**src/rtl/cdq_pkg.sv**
```systemverilog
package cdq_pkg;

    // Build defaults
    localparam int DEPTH_DEF      = 16;
    localparam int DATA_WIDTH_DEF = 32;

    // Field widths
    localparam int VAL_W       = 32;
    localparam int OP_W        = 3;
    localparam int CAP_W       = 5;
    localparam int IN_TDATA_W  = 32;
    localparam int IN_TUSER_W  = 8;
    localparam int OUT_TDATA_W = 104;

    // Configuration port
    localparam int APB_AW = 3;
    localparam int APB_DW = 32;
    localparam logic                     REG_CAPACITY = 1'b0;
    localparam logic [CAP_W-1:0]         CAP_RESET    = 5'd16;

    // Operation codes
    localparam logic [OP_W-1:0] OP_PUSH_FRONT = 3'd0;
    localparam logic [OP_W-1:0] OP_PUSH_REAR  = 3'd1;
    localparam logic [OP_W-1:0] OP_POP_FRONT  = 3'd2;
    localparam logic [OP_W-1:0] OP_POP_REAR   = 3'd3;
    localparam logic [OP_W-1:0] OP_PEEK       = 3'd4;

    // Result layout in the output tdata
    localparam int OUT_OK_LSB     = 0;
    localparam int OUT_POP_LSB    = 1;
    localparam int OUT_FRONT_LSB  = 33;
    localparam int OUT_REAR_LSB   = 65;
    localparam int OUT_EMPTY_LSB  = 97;
    localparam int OUT_FULL_LSB   = 98;

    typedef enum logic [1:0] {
        ST_IDLE,
        ST_FILL,
        ST_RESP
    } t_state;

    // Controller to datapath
    typedef struct packed {
        logic exec;      // apply the accepted request
        logic fill;      // refresh an end cache from the slot memory
        logic load_out;  // move the result into the output register
    } t_dp_cmd;

    // Datapath to controller
    typedef struct packed {
        logic need_read; // the request moves an end onto a stored slot
    } t_dp_sts;

endpackage

```
**src/rtl/circular_deque_core.sv**
```systemverilog
// Double-ended queue held in a ring of DEPTH slots of DATA_WIDTH bits, of
// which the capacity register (byte address 0, reset 16, zero taken as one,
// values above DEPTH taken as DEPTH) puts a number in use. Each input request
// carries an opcode in s_axis_tuser (push front, push rear, pop front, pop
// rear, peek) and a push word in s_axis_tdata; each gives exactly one result
// with status, popped word, front and rear words after the operation (-1
// when empty) and the empty and full flags. A pop that leaves elements behind
// takes an extra fill step before the response, since the new end word comes
// through a registered read of the slot memory. The front and rear words are
// kept in registers beside the memory. A new request is taken while the
// previous result still waits in the output register. The slot memory needs
// no clearing after reset. Write capacity only while no request is in flight;
// contents and indices are kept across the write and the ends then wrap at
// the new capacity.
module circular_deque_core #(
    parameter int DEPTH      = cdq_pkg::DEPTH_DEF,
    parameter int DATA_WIDTH = cdq_pkg::DATA_WIDTH_DEF
) (
    input  logic                              i_clk,
    input  logic                              i_rst_n,
    // request: [31:0] push_value
    input  logic [cdq_pkg::IN_TDATA_W-1:0]    s_axis_tdata,
    // request: [2:0] opcode, rest zero
    input  logic [cdq_pkg::IN_TUSER_W-1:0]    s_axis_tuser,
    input  logic                              s_axis_tvalid,
    output logic                              s_axis_tready,
    // result: [0] ok, [32:1] popped_value, [64:33] front_value,
    // [96:65] rear_value, [97] is_empty, [98] is_full, [103:99] zero
    output logic [cdq_pkg::OUT_TDATA_W-1:0]   m_axis_tdata,
    output logic                              m_axis_tvalid,
    input  logic                              m_axis_tready,
    // configuration
    input  logic                              psel,
    input  logic                              penable,
    input  logic                              pwrite,
    input  logic [cdq_pkg::APB_AW-1:0]        paddr,
    input  logic [cdq_pkg::APB_DW-1:0]        pwdata,
    output logic [cdq_pkg::APB_DW-1:0]        prdata,
    output logic                              pready
);
    import cdq_pkg::*;

    logic [CAP_W-1:0] r_capacity;
    t_dp_cmd          dp_cmd;
    t_dp_sts          dp_sts;
    logic             ok;
    logic [VAL_W-1:0] popped_value;
    logic [VAL_W-1:0] front_value;
    logic [VAL_W-1:0] rear_value;
    logic             is_empty;
    logic             is_full;

    // Capacity register, written in the access phase
    always_ff @(posedge i_clk) begin
        if (!i_rst_n) begin
            r_capacity <= CAP_RESET;
        end else if (psel && penable && pwrite && pready && (paddr[2] == REG_CAPACITY)) begin
            r_capacity <= pwdata[CAP_W-1:0];
        end
    end

    assign pready = 1'b1;
    assign prdata = (paddr[2] == REG_CAPACITY) ? APB_DW'(r_capacity) : '0;

    cdq_ctrl u_ctrl (
        .i_clk       (i_clk),
        .i_rst_n     (i_rst_n),
        .i_in_valid  (s_axis_tvalid),
        .o_in_ready  (s_axis_tready),
        .i_out_ready (m_axis_tready),
        .o_out_valid (m_axis_tvalid),
        .i_sts       (dp_sts),
        .o_cmd       (dp_cmd)
    );

    cdq_datapath #(
        .DEPTH      (DEPTH),
        .DATA_WIDTH (DATA_WIDTH)
    ) u_datapath (
        .i_clk          (i_clk),
        .i_rst_n        (i_rst_n),
        .i_cmd          (dp_cmd),
        .o_sts          (dp_sts),
        .i_opcode       (s_axis_tuser[OP_W-1:0]),
        .i_push_value   (s_axis_tdata[VAL_W-1:0]),
        .i_capacity     (r_capacity),
        .o_ok           (ok),
        .o_popped_value (popped_value),
        .o_front_value  (front_value),
        .o_rear_value   (rear_value),
        .o_is_empty     (is_empty),
        .o_is_full      (is_full)
    );

    // Pack the result
    assign m_axis_tdata = {5'b0, is_full, is_empty, rear_value, front_value,
                           popped_value, ok};

endmodule

```
**src/rtl/cdq_ctrl.sv**
```systemverilog
module cdq_ctrl (
    input  logic             i_clk,
    input  logic             i_rst_n,
    input  logic             i_in_valid,
    output logic             o_in_ready,
    input  logic             i_out_ready,
    output logic             o_out_valid,
    input  cdq_pkg::t_dp_sts i_sts,
    output cdq_pkg::t_dp_cmd o_cmd
);
    import cdq_pkg::*;

    t_state r_state;
    t_state n_state;
    logic   r_out_valid;
    logic   n_out_valid;

    // State and output valid registers
    always_ff @(posedge i_clk) begin
        if (!i_rst_n) begin
            r_state     <= ST_IDLE;
            r_out_valid <= 1'b0;
        end else begin
            r_state     <= n_state;
            r_out_valid <= n_out_valid;
        end
    end

    // Next state and commands
    always_comb begin
        n_state        = r_state;
        o_cmd          = '0;
        o_in_ready     = 1'b0;
        n_out_valid    = r_out_valid && !i_out_ready;
        case (r_state)
            ST_IDLE: begin
                o_in_ready = 1'b1;
                if (i_in_valid) begin
                    o_cmd.exec = 1'b1;
                    n_state    = i_sts.need_read ? ST_FILL : ST_RESP;
                end
            end
            ST_FILL: begin
                o_cmd.fill = 1'b1;
                n_state    = ST_RESP;
            end
            ST_RESP: begin
                // hold the result until the output register is free
                if (!r_out_valid || i_out_ready) begin
                    o_cmd.load_out = 1'b1;
                    n_out_valid    = 1'b1;
                    n_state        = ST_IDLE;
                end
            end
            default: begin
                n_state = ST_IDLE;
            end
        endcase
    end

    assign o_out_valid = r_out_valid;

endmodule

```
**src/rtl/cdq_datapath.sv**
```systemverilog
module cdq_datapath #(
    parameter int DEPTH      = cdq_pkg::DEPTH_DEF,
    parameter int DATA_WIDTH = cdq_pkg::DATA_WIDTH_DEF
) (
    input  logic                          i_clk,
    input  logic                          i_rst_n,
    input  cdq_pkg::t_dp_cmd              i_cmd,
    output cdq_pkg::t_dp_sts              o_sts,
    input  logic [cdq_pkg::OP_W-1:0]      i_opcode,
    input  logic [cdq_pkg::VAL_W-1:0]     i_push_value,
    input  logic [cdq_pkg::CAP_W-1:0]     i_capacity,
    output logic                          o_ok,
    output logic [cdq_pkg::VAL_W-1:0]     o_popped_value,
    output logic [cdq_pkg::VAL_W-1:0]     o_front_value,
    output logic [cdq_pkg::VAL_W-1:0]     o_rear_value,
    output logic                          o_is_empty,
    output logic                          o_is_full
);
    import cdq_pkg::*;

    localparam int IW = $clog2(DEPTH);

    // Sign-extend or truncate a stored word to the result width
    function automatic logic [VAL_W-1:0] to_out(input logic [DATA_WIDTH-1:0] v);
        return VAL_W'($signed(v));
    endfunction

    logic [DATA_WIDTH-1:0] mem [DEPTH];

    logic [IW-1:0]         r_front;
    logic [IW-1:0]         r_rear;
    logic                  r_empty;
    logic [DATA_WIDTH-1:0] r_front_val;
    logic [DATA_WIDTH-1:0] r_rear_val;
    logic [DATA_WIDTH-1:0] r_rd_data;
    logic                  r_fill_front;
    logic                  r_ok;
    logic [VAL_W-1:0]      r_popped;

    logic                  r_o_ok;
    logic [VAL_W-1:0]      r_o_popped;
    logic [VAL_W-1:0]      r_o_front;
    logic [VAL_W-1:0]      r_o_rear;
    logic                  r_o_empty;
    logic                  r_o_full;

    logic [IW-1:0]         last_idx;
    logic [IW-1:0]         front_next;
    logic [IW-1:0]         front_prev;
    logic [IW-1:0]         rear_next;
    logic [IW-1:0]         rear_prev;
    logic                  full;
    logic                  is_push;
    logic                  is_pop;
    logic                  push_ok;
    logic                  pop_ok;
    logic                  one_left;
    logic [IW-1:0]         wr_idx;
    logic [IW-1:0]         rd_idx;
    logic [DATA_WIDTH-1:0] wr_data;

    // Last usable slot: capacity clamped to one .. DEPTH
    always_comb begin
        if (i_capacity == '0) begin
            last_idx = '0;
        end else if (32'(i_capacity) > DEPTH) begin
            last_idx = IW'(DEPTH - 1);
        end else begin
            last_idx = IW'(i_capacity - CAP_W'(1));
        end
    end

    // Ring steps with wrap at the configured capacity
    assign front_next = (r_front >= last_idx) ? '0 : r_front + IW'(1);
    assign rear_next  = (r_rear  >= last_idx) ? '0 : r_rear  + IW'(1);
    assign front_prev = (r_front == '0) ? last_idx : r_front - IW'(1);
    assign rear_prev  = (r_rear  == '0) ? last_idx : r_rear  - IW'(1);

    assign full     = !r_empty && (rear_next == r_front);
    assign is_push  = (i_opcode == OP_PUSH_FRONT) || (i_opcode == OP_PUSH_REAR);
    assign is_pop   = (i_opcode == OP_POP_FRONT)  || (i_opcode == OP_POP_REAR);
    assign push_ok  = is_push && !full;
    assign pop_ok   = is_pop && !r_empty;
    assign one_left = (r_front == r_rear);
    assign wr_data  = DATA_WIDTH'(i_push_value);

    always_comb begin
        if (r_empty) begin
            wr_idx = '0;
        end else if (i_opcode == OP_PUSH_FRONT) begin
            wr_idx = front_prev;
        end else begin
            wr_idx = rear_next;
        end
    end

    assign rd_idx          = (i_opcode == OP_POP_FRONT) ? front_next : rear_prev;
    assign o_sts.need_read = pop_ok && !one_left;

    // Move the indices and the empty flag
    always_ff @(posedge i_clk) begin
        if (!i_rst_n) begin
            r_front <= '0;
            r_rear  <= '0;
            r_empty <= 1'b1;
        end else if (i_cmd.exec) begin
            if (push_ok) begin
                r_empty <= 1'b0;
                if (r_empty) begin
                    r_front <= '0;
                    r_rear  <= '0;
                end else if (i_opcode == OP_PUSH_FRONT) begin
                    r_front <= wr_idx;
                end else begin
                    r_rear  <= wr_idx;
                end
            end else if (pop_ok) begin
                if (one_left) begin
                    r_empty <= 1'b1;
                    r_front <= '0;
                    r_rear  <= '0;
                end else if (i_opcode == OP_POP_FRONT) begin
                    r_front <= rd_idx;
                end else begin
                    r_rear  <= rd_idx;
                end
            end
        end
    end

    // Slot memory: a write on each accepted push, a registered read per request
    always_ff @(posedge i_clk) begin
        if (i_cmd.exec && push_ok) begin
            mem[wr_idx] <= wr_data;
        end
        if (i_cmd.exec) begin
            r_rd_data <= mem[rd_idx];
        end
    end

    // End caches, status and popped word
    always_ff @(posedge i_clk) begin
        if (i_cmd.exec) begin
            r_ok         <= push_ok || pop_ok;
            r_fill_front <= (i_opcode == OP_POP_FRONT);
            if (pop_ok) begin
                r_popped <= to_out((i_opcode == OP_POP_FRONT) ? r_front_val : r_rear_val);
            end else begin
                r_popped <= '1;
            end
            if (push_ok) begin
                if (r_empty) begin
                    r_front_val <= wr_data;
                    r_rear_val  <= wr_data;
                end else if (i_opcode == OP_PUSH_FRONT) begin
                    r_front_val <= wr_data;
                    if (wr_idx == r_rear) begin
                        r_rear_val <= wr_data;
                    end
                end else begin
                    r_rear_val <= wr_data;
                    if (wr_idx == r_front) begin
                        r_front_val <= wr_data;
                    end
                end
            end
        end else if (i_cmd.fill) begin
            if (r_fill_front) begin
                r_front_val <= r_rd_data;
            end else begin
                r_rear_val  <= r_rd_data;
            end
        end
    end

    // Output register
    always_ff @(posedge i_clk) begin
        if (i_cmd.load_out) begin
            r_o_ok     <= r_ok;
            r_o_popped <= r_popped;
            r_o_front  <= r_empty ? '1 : to_out(r_front_val);
            r_o_rear   <= r_empty ? '1 : to_out(r_rear_val);
            r_o_empty  <= r_empty;
            r_o_full   <= full;
        end
    end

    assign o_ok           = r_o_ok;
    assign o_popped_value = r_o_popped;
    assign o_front_value  = r_o_front;
    assign o_rear_value   = r_o_rear;
    assign o_is_empty     = r_o_empty;
    assign o_is_full      = r_o_full;

endmodule

```
**config.mk**
```make
export PLATFORM = sky130hd
export DESIGN_NAME = circular_deque_core
export DESIGN_NICKNAME = d
export VERILOG_FILES = /design/src/rtl/cdq_pkg.sv /design/src/rtl/circular_deque_core.sv /design/src/rtl/cdq_ctrl.sv /design/src/rtl/cdq_datapath.sv
export SDC_FILE = /design/constraint.sdc
export NUM_CORES = 1
export LEC_CHECK = 0
export ABC_AREA = 0
export BUFFER_PORTS_ARGS = -buffer_cell sky130_fd_sc_hd__buf_2
export CORE_MARGIN = 3
export CORE_UTILIZATION = 29
export CTS_CLUSTER_DIAMETER = 150
export CTS_CLUSTER_SIZE = 12
export DETAILED_ROUTE_END_ITERATION = 6
export GPL_TIMING_DRIVEN = 1
export MAX_ROUTING_LAYER = met4
export PLACE_DENSITY = 0.51
export REMOVE_ABC_BUFFERS = 1
export SLEW_MARGIN = 20
export SYNTH_ARGS = -nofsm -noshare
export SYNTH_HDL_FRONTEND = slang
export SYNTH_SLANG_ARGS = --single-unit
```
**constraint.sdc**
```tcl
create_clock -name i_clk -period 8.1 [get_ports i_clk]
set_clock_uncertainty 0.1 [all_clocks]
set_input_delay 1.215 -clock i_clk [delete_from_list [all_inputs] [get_ports i_clk]]
set_output_delay 1.215 -clock i_clk [all_outputs]
set_load 0.02 [all_outputs]
```
==> metrics <==
status=complete, no violations; Critical Path End Type=flop; setup_tns=0 ns; cell count after placement=3484; grt ovf=0; clock sink total=758; GP Congestion=0.800; Final Hold Fails=0; Row Count=118; CP max FO=17; pin count of the biggest net entering global routing=162; H-tree Lvls=3; WHS Endpoint=u_datapath.o_popped_value[29]; Hold Buf Count CTS=0; syn avg cell area=14.9 um^2; Final Instance Area=35000 um^2; M1 GR Usage=0.180; clock slew at reported path FFs=0.06 ns; Setup-failing EPs final=0; WL/cell=22.0 um; DP HPWL=44400 um; Die ar.=110000 um^2; Core ar.=104000 um^2; Max-slew headroom=0.304; starting density of the core=0.295; post_cts resized=0; Die Wd=332 um; max-slew violation count=0; Pwr Density=240 nW/um^2; minimum clock period=6.42 ns; asr flop ratio synth=0; Placement Cell Area=33000 um^2; R2R cell count=15; global-route track usage on met2=0.235; grt met3 use=0.0321; critical path type=flop to flop; Ports=221; FF-to-FF End=u_datapath.mem[11][27]; most congested layer reported by global routing=met2; CTS Buf Count=73; HP Class=flop to flop; Period Utilization, post-route=0.793; first-pass GRT wire length=117000 um; layout cells sized above 1=0.178; first-pass iteration count of the detailed router=5; clock latency on the worst-skew pair=0.62 ns; Die Span Y=332 um; Root Driver=clkbuf_16; Req. time, crit path=8.27 ns; startpoint types=flop; Unique masters post-synth=75; Worst Tran Pin Value=1.04 ns; Post-CTS Setup Repair Bufs=0; total number of vias=18000; vias in the first global route=18100; Worst R2R Setup Slack=1.68 ns; Synth Register Bits=758; Seq/Total Area, Yosys=0.734; synth warn=0; via-per-instance ratio=5.02; total track usage=0.143; Post-Synthesis Cells=2067; Lkg Pwr=11.5 nW; Post-synth top flop=edfxtp_1; DRC viols=0; crit path DAT=6.59 ns; fin nets=2274; P&R area growth vs syn=13.6%; worst hold path cell count=0; synthesized area=30800 um^2; worst r2r src=r_capacity[0]; # port buffers=153; max-cap viol count=0; Max clock buf depth=3; fmax=156 MHz; Final Util=0.335; initial detailed-routing violation count=1442; peak supply drop=0.134 mV; number of flops mapped to enable cells by yosys=741; RSZ-0062 raised after global routing=no; CTS tree=done; final WL=79000 um; initial antenna violation count=15; Hold Path Origin=u_datapath.r_popped[29]; Final ANT Viol Nets=0; non-filler cells, final=3585
## state kept, by name, summed over array words and instances, names as in the netlist
signal / count
u_ctrl.r_state: 2
u_datapath.o_ok: 1
u_datapath.r_rear_val: 32
u_datapath.r_rd_data: 32
u_datapath.r_rear: 4
u_datapath.o_front_value: 32
u_datapath.o_is_full: 1
u_datapath.o_rear_value: 32
u_datapath.r_empty: 1
u_datapath.o_popped_value: 32
u_datapath.o_is_empty: 1
u_datapath.mem: 512
u_datapath.r_front_val: 32
u_datapath.r_fill_front: 1
u_datapath.r_ok: 1
u_datapath.r_front: 4
u_ctrl.o_out_valid: 1
r_capacity: 5
u_datapath.r_popped: 32
## through the flow
step / hold slack [ns] / power (mW) / setup WS [ns]
after floorplan: 0.300 / 5.09 / 0.432
after global placement: 0.304 / 5.40 / 1.94
after detailed placement: 0.305 / 5.42 / 1.73
after CTS: 0.311 / 8.48 / 1.69
after global routing: 0.324 / 8.70 / 1.25
final: 0.313 / 8.38 / 1.68
## worst max-delay path, stage by stage, from the launching register on
cell and delay (ns):
dfxtp_1 0.47, inv_1 0.11, ha_1 0.28, nor3b_2 0.20, a211oi_1 0.55, inv_1 0.15, ha_1 0.31, o211ai_1 0.14
o21ai_0 0.46, nor4b_1 0.10, o2111ai_1 0.37, inv_1 0.19, nor3_1 0.71, nand4_1 0.59, nor2_4 0.83, buf_4 0.45
## cell usage in the layout (no fill, tap or decap), types with 4 or more instances in the layout
cell / Yosys / final
a211o_1: 97 / 97
a211oi_1: 40 / 40
a21oi_1: 83 / 83
a221o_1: 32 / 32
a22o_1: 32 / 32
a31oi_1: 33 / 33
a32oi_1: 32 / 32
and3_1: 96 / 96
buf_12: 0 / 4
buf_2: 45 / 153
buf_4: 42 / 38
clkbuf_1: 83 / 10
clkbuf_16: 0 / 75
conb_1: 2 / 33
dfxtp_1: 17 / 16
diode_2: 0 / 11
edfxtp_1: 741 / 741
ha_1: 13 / 13
inv_1: 14 / 13
mux2i_1: 42 / 42
nand2_1: 174 / 174
nand2b_1: 8 / 7
nand3_1: 100 / 100
nor2_1: 39 / 23
nor2_4: 0 / 17
nor2b_1: 11 / 10
nor3_1: 7 / 7
o211ai_1: 37 / 37
o21ai_0: 79 / 79
or2_2: 67 / 67
xnor2_1: 8 / 8
xor2_1: 7 / 7
## area by class of cell
cell class / instances / area [um^2]
clock buffer: 85 / 1910
inverter: 16 / 63.8
antenna: 11 / 27.5
clock inverter: 5 / 83.8
fill: 10000 / 69400
multi-input combinational: 1135 / 7440
tap: 1380 / 1730
sequential: 758 / 22600
timing repair buffer: 195 / 1130
## logic make-up (layout without fill, tap and decap cells)
logic type / Yosys count / count (layout) / synth area share
muxes: 42 / 42 / 0.0137
buffers and inverters: 205 / 301 / 0.0347
xor gates and xnor gates: 15 / 15 / 0.00427
adders and majority gates: 13 / 13 / 0.00528
AOI/OAI and AO/OA: 497 / 497 / 0.119
and+or+nand+nor: 535 / 535 / 0.0895
other: 2 / 44 / 0.000244
DFF: 758 / 758 / 0.734
## synthesized netlist by cell type, drive strengths merged (5+ instances only)
master,n,area (um^2)
a211o,97,850
a211oi,42,325
a21oi,84,432
a221o,32,320
a22o,32,280
a31oi,33,206
a32oi,32,280
and3,96,601
buf,106,694
clkbuf,83,312
dfxtp,17,340
edfxtp,741,22300
ha,13,163
inv,14,52.6
mux2i,42,420
nand2,175,659
nand2b,8,50.1
nand3,100,500
nor2,41,159
nor2b,11,68.8
nor3,8,45.0
nor4,5,43.8
o211ai,37,278
o21ai,82,425
or2,67,419
xnor2,8,70.1
xor2,7,61.3
## power breakdown
part           leakage [nW]  switching (mW)  internal, mW
Combinational          3.90           0.613         0.263
Sequential             6.62          0.0324          4.42
Clock                 0.976            1.38          1.67
Total                  11.5            2.03          6.35
## worst max path at each step
stage | slack [ns] | end | from | depth (start not counted)
finish | 1.68 | u_datapath.mem[11][27] | r_capacity[0] | 15
global placement | 1.94 | u_datapath.mem[10][17] | r_capacity[0] | 15
CTS | 1.69 | u_datapath.mem[8][27] | r_capacity[0] | 15
global route | 1.25 | u_datapath.mem[8][31] | r_capacity[0] | 15
floorplan | 0.43 | u_datapath.r_rd_data[0] | r_capacity[0] | 12
detailed placement | 1.73 | u_datapath.mem[8][17] | r_capacity[0] | 15
## routing by layer
metal	routed length (um)	vias up	share of wire
li1	-	8207	-
met1	34100	9105	0.43
met2	38500	576	0.49
met3	4950	113	0.063
met4	1490	0	0.019
met5	0	-	0
No activity file was read; power rests on OpenSTA's default activity.
